## src/rtl/core/clt_pkg.sv

```systemverilog
`timescale 1ns / 1ps

package clt_pkg;

  localparam int VAL_W = 32;
  localparam int IDX_W = 6;
  localparam int CNT_W = 7;

  typedef enum logic [1:0] {
    MODE_APPEND = 2'd0,
    MODE_DELETE = 2'd1,
    MODE_SEARCH = 2'd2,
    MODE_DUMP   = 2'd3
  } mode_t;

  typedef enum logic [2:0] {
    ST_OK        = 3'd0,
    ST_EMPTY     = 3'd1,
    ST_BAD_INDEX = 3'd2,
    ST_NOT_FOUND = 3'd3,
    ST_FULL      = 3'd4
  } status_t;

  typedef enum logic [1:0] {
    CELL_HOLD,
    CELL_LOAD,
    CELL_ROTATE,
    CELL_DROP
  } cell_op_t;

  typedef enum logic {
    S_IDLE,
    S_RUN
  } state_t;

  typedef struct packed {
    mode_t                    mode;
    logic signed [VAL_W-1:0]  value;
    logic [IDX_W-1:0]         position;
  } req_item_t;

  typedef struct packed {
    status_t                  status;
    logic signed [VAL_W-1:0]  item_value;
    logic [IDX_W-1:0]         item_index;
    logic                     last;
  } rsp_item_t;

  // broadcast to every cell of the chain
  typedef struct packed {
    cell_op_t                 op;
    logic [CNT_W-1:0]         len;
    logic signed [VAL_W-1:0]  wdata;
    logic signed [VAL_W-1:0]  head;
  } cell_cmd_t;

endpackage

```

## src/rtl/core/clt_cell.sv

```systemverilog
`timescale 1ns / 1ps

module clt_cell
  import clt_pkg::*;
#(
  parameter int IDX = 0
) (
  input  logic                    clk,
  input  cell_cmd_t               cmd,
  input  logic signed [VAL_W-1:0] next_data,
  output logic signed [VAL_W-1:0] data
);

  localparam logic [CNT_W-1:0] POS  = CNT_W'(IDX);
  localparam logic [CNT_W-1:0] POS1 = CNT_W'(IDX + 1);

  always_ff @(posedge clk) begin
    case (cmd.op)
      CELL_LOAD: begin
        if (cmd.len == POS) data <= cmd.wdata;
      end
      CELL_ROTATE: begin
        // tail cell wraps the head around
        if (POS1 < cmd.len) data <= next_data;
        else if (POS1 == cmd.len) data <= cmd.head;
      end
      CELL_DROP: begin
        data <= next_data;
      end
      default: begin
      end
    endcase
  end

endmodule

```

## config.mk

```make
export PLATFORM = sky130hd
export DESIGN_NAME = clt_cell
export DESIGN_NICKNAME = d
export VERILOG_FILES = /design/src/rtl/core/clt_pkg.sv /design/src/rtl/core/clt_cell.sv
export SDC_FILE = /design/constraint.sdc
export NUM_CORES = 1
export LEC_CHECK = 0
export CELL_PAD_IN_SITES_DETAIL_PLACEMENT = 0
export CELL_PAD_IN_SITES_GLOBAL_PLACEMENT = 2
export CORE_MARGIN = 3
export CORE_UTILIZATION = 30
export DETAILED_ROUTE_END_ITERATION = 8
export DONT_BUFFER_PORTS = 1
export PLACE_DENSITY_LB_ADDON = 0.1
export SLEW_MARGIN = 20
export SYNTH_ARGS = -nofsm -noshare
export SYNTH_HDL_FRONTEND = slang
export SYNTH_SLANG_ARGS = --single-unit
```

## constraint.sdc

```tcl
create_clock -name clk -period 2.7 [get_ports clk]
set_clock_uncertainty 0.2 [all_clocks]
set_input_delay 0.81 -clock clk [delete_from_list [all_inputs] [get_ports clk]]
set_output_delay 0.81 -clock clk [all_outputs]
set_load 0.03 [all_outputs]
```

==> impl_metrics.json <==
{
  "drt_first_pass_iters": 4,
  "via_per_inst": 6.34,
  "vias": 1617,
  "cts.sinks": 32,
  "synth_top_family_by_area": "simple AND/OR/NAND/NOR gates",
  "grt_max_degree": 66,
  "critPathKind": "in -> reg",
  "cts-buffers-inserted": 5,
  "postCtsHoldBufs": 0,
  "synth_compound_area_share_pct": 19.0,
  "max_freq_ghz": 0.433,
  "max_cap_violations": 0,
  "fin_nets": 286,
  "core-area_mm2": 0.00603,
  "hold_depth": 1,
  "clock-root-buffer": "clkbuf_8",
  "multi_input_area_um2": 838,
  "rows": 28,
  "routedWlPerCell_um": 23.0,
  "port_buffers": 0,
  "status": "finished, final reports clean",
  "setup_viol": 0,
  "setup_slack_ns": 0.392,
  "grt_pass1_vias": 1682,
  "critical_path.max_fanout": 21,
  "drv_slew": 0,
  "largestRegisters": "data x32",
  "worstHoldStart": "cmd[72]",
  "netlist-cell-type-count": 13,
  "clockBufferDepth": 2,
  "layout_min_cycle_time_ns": 2.31,
  "cp-end-kind": "flip-flop",
  "path_clk_slew_ns": 0.06,
  "drive_gt1_share_pct": 10.0,
  "tritoncts": "built",
  "grtUsageTotal_pct": 15.6,
  "initial_core_util_pct": 31.5,
  "synth_area_mm2": 0.00190,
  "syn_avg_cell_area_um2": 10.1,
  "place_congestion": 0.841,
  "hold_viol": 0,
  "antenna_cells": 0,
  "drt_iter0_markers": 85,
  "ys_ff_latch": 32,
  "tightest_slew_ns": 0.387,
  "synth_fp_nets": 294,
  "dp_worst_setup_slack_ns": 0.0921,
  "maxSlewHeadroom_pct": 74.2,
  "min_path_type": "in -> reg",
  "areaGrowthSynthToFinish_pct": 6.66,
  "p_leak_nw": 0.558,
  "synthCells": 188,
  "grt-ovfl-total": 0,
  "tns_ns": 0,
  "cp_data_required_time_ns": 2.51,
  "drcViolationCount": 0,
  "die_w_um": 85.5,
  "ys_seq_area_share_pct": 50.7,
  "yosys.area_share.simple_pct": 24.0,
  "drtAntennaViolNets": 0,
  "arrival_ns": 2.11,
  "die_h_um": 85.5,
  "synthAdderAreaFrac_pct": 0,
  "ir_drop_v": 0.000198,
  "die-area_mm2": 0.00731,
  "synth-xor-area-share_pct": 0,
  "io_pins": 138,
  "seqCellArea_um2": 961,
  "n_fill_cell": 622,
  "max_flop_register": "data",
  "power_density_mw_per_mm2": 573,
  "cp-start-kind": "input port",
  "largest_reg_flops": 32,
  "cts_resized": 0,
  "rsz0062_at_grt": "false",
  "dp_hpwl_um": 4080,
  "grt_pass1_wl_um": 8690,
  "htree_levels": 2,
  "fin_crit_sh_pct": 85.5,
  "yosys_warnings": 0,
  "antenna_found_initial": 0,
  "synthMuxAreaShare_pct": 0.594,
  "wl_um": 5860,
  "hold_path_end": "data[16]",
  "post-cts-setup-buffers": 0
}
==> synth_stat cells <==
cell type | count | area share, %
or4_4 | 1 | 0.59
edfxtp_1 | 32 | 51
nor4_4 | 1 | 1.1
buf_2 | 3 | 0.79
nand4b_1 | 32 | 15
o21ai_1 | 32 | 8.4
a31oi_1 | 32 | 11
clkbuf_1 | 16 | 3.2
nor2_1 | 33 | 6.5
nor4_2 | 1 | 0.66
or3_1 | 1 | 0.33
mux2_1 | 1 | 0.59
buf_6 | 3 | 1.8
==> worst max-delay path by stage <==
stage	start	cells after the start	to	slack, ns
after floorplan	cmd[70]	3	data[0]	0.03
after global placement	cmd[70]	4	data[9]	0.12
after detailed placement	cmd[70]	4	data[23]	0.09
after CTS	cmd[70]	4	data[23]	0.38
after global routing	cmd[70]	4	data[5]	0.37
final	cmd[70]	4	data[2]	0.39
==> critical path, cell delays in order <==
cell and delay (ns):
or4_4 0.54, nor4_4 0.15, mux2_2 0.37, buf_4 0.23
==> report_power, final <==
| group | internal (mW) | switching [mW] |
|---|---|---|
| logic | 0.0423 | 0.0559 |
| clock network | 0.175 | 0.164 |
| registers | 0.608 | 0.114 |
| total | 0.825 | 0.333 |
==> layout by cell type, fill, tap and decap left out, drive strengths merged <==
master	synthesis	layout
a31oi	32	32
buf	6	7
clkbuf	16	6
clkinv	0	1
edfxtp	32	32
mux2	1	1
nand4b	32	32
nor2	33	33
nor4	2	2
o21ai	32	32
or3	1	1
or4	1	1
==> layer usage <==
layer,up-vias,part of all wire (%),global-route usage [%]
li1,728,-,-
met1,786,39,17.0
met2,93,51,27.1
met3,10,8.9,6.05
met4,0,1.6,6.33
met5,-,0,0
==> area by class of cell <==
type / instances / share of cell area [%]
repair buffers: 7 / 2.60
well taps: 75 / 4.64
multi-input cells: 134 / 41.4
flip-flops and latches: 32 / 47.5
clock buffers: 6 / 3.59
clock inverters: 1 / 0.247
==> kinds of logic after synthesis <==
family,count (synthesis)
multiplexers,1
buffers and inverters,22
flip-flops,32
AND/OR/NAND/NOR,69
AO/OA/AOI/OAI,64
==> stage by stage <==
step / total power, mW / hold slack, ns / util [%] / instances / cell area (um^2)
global route: 1.22 / 0.529 / 33.6 / 255 / 2020
detailed placement: 0.834 / 0.836 / 32.3 / 248 / 1950
global placement: 0.831 / 0.837 / 32.3 / 248 / 1950
finish: 1.16 / 0.555 / 33.6 / 255 / 2020
floorplan: 0.816 / 0.864 / - / 188 / 1900
CTS: 1.18 / 0.540 / 33.6 / 255 / 2020
Power figures use the tool's default switching activity.
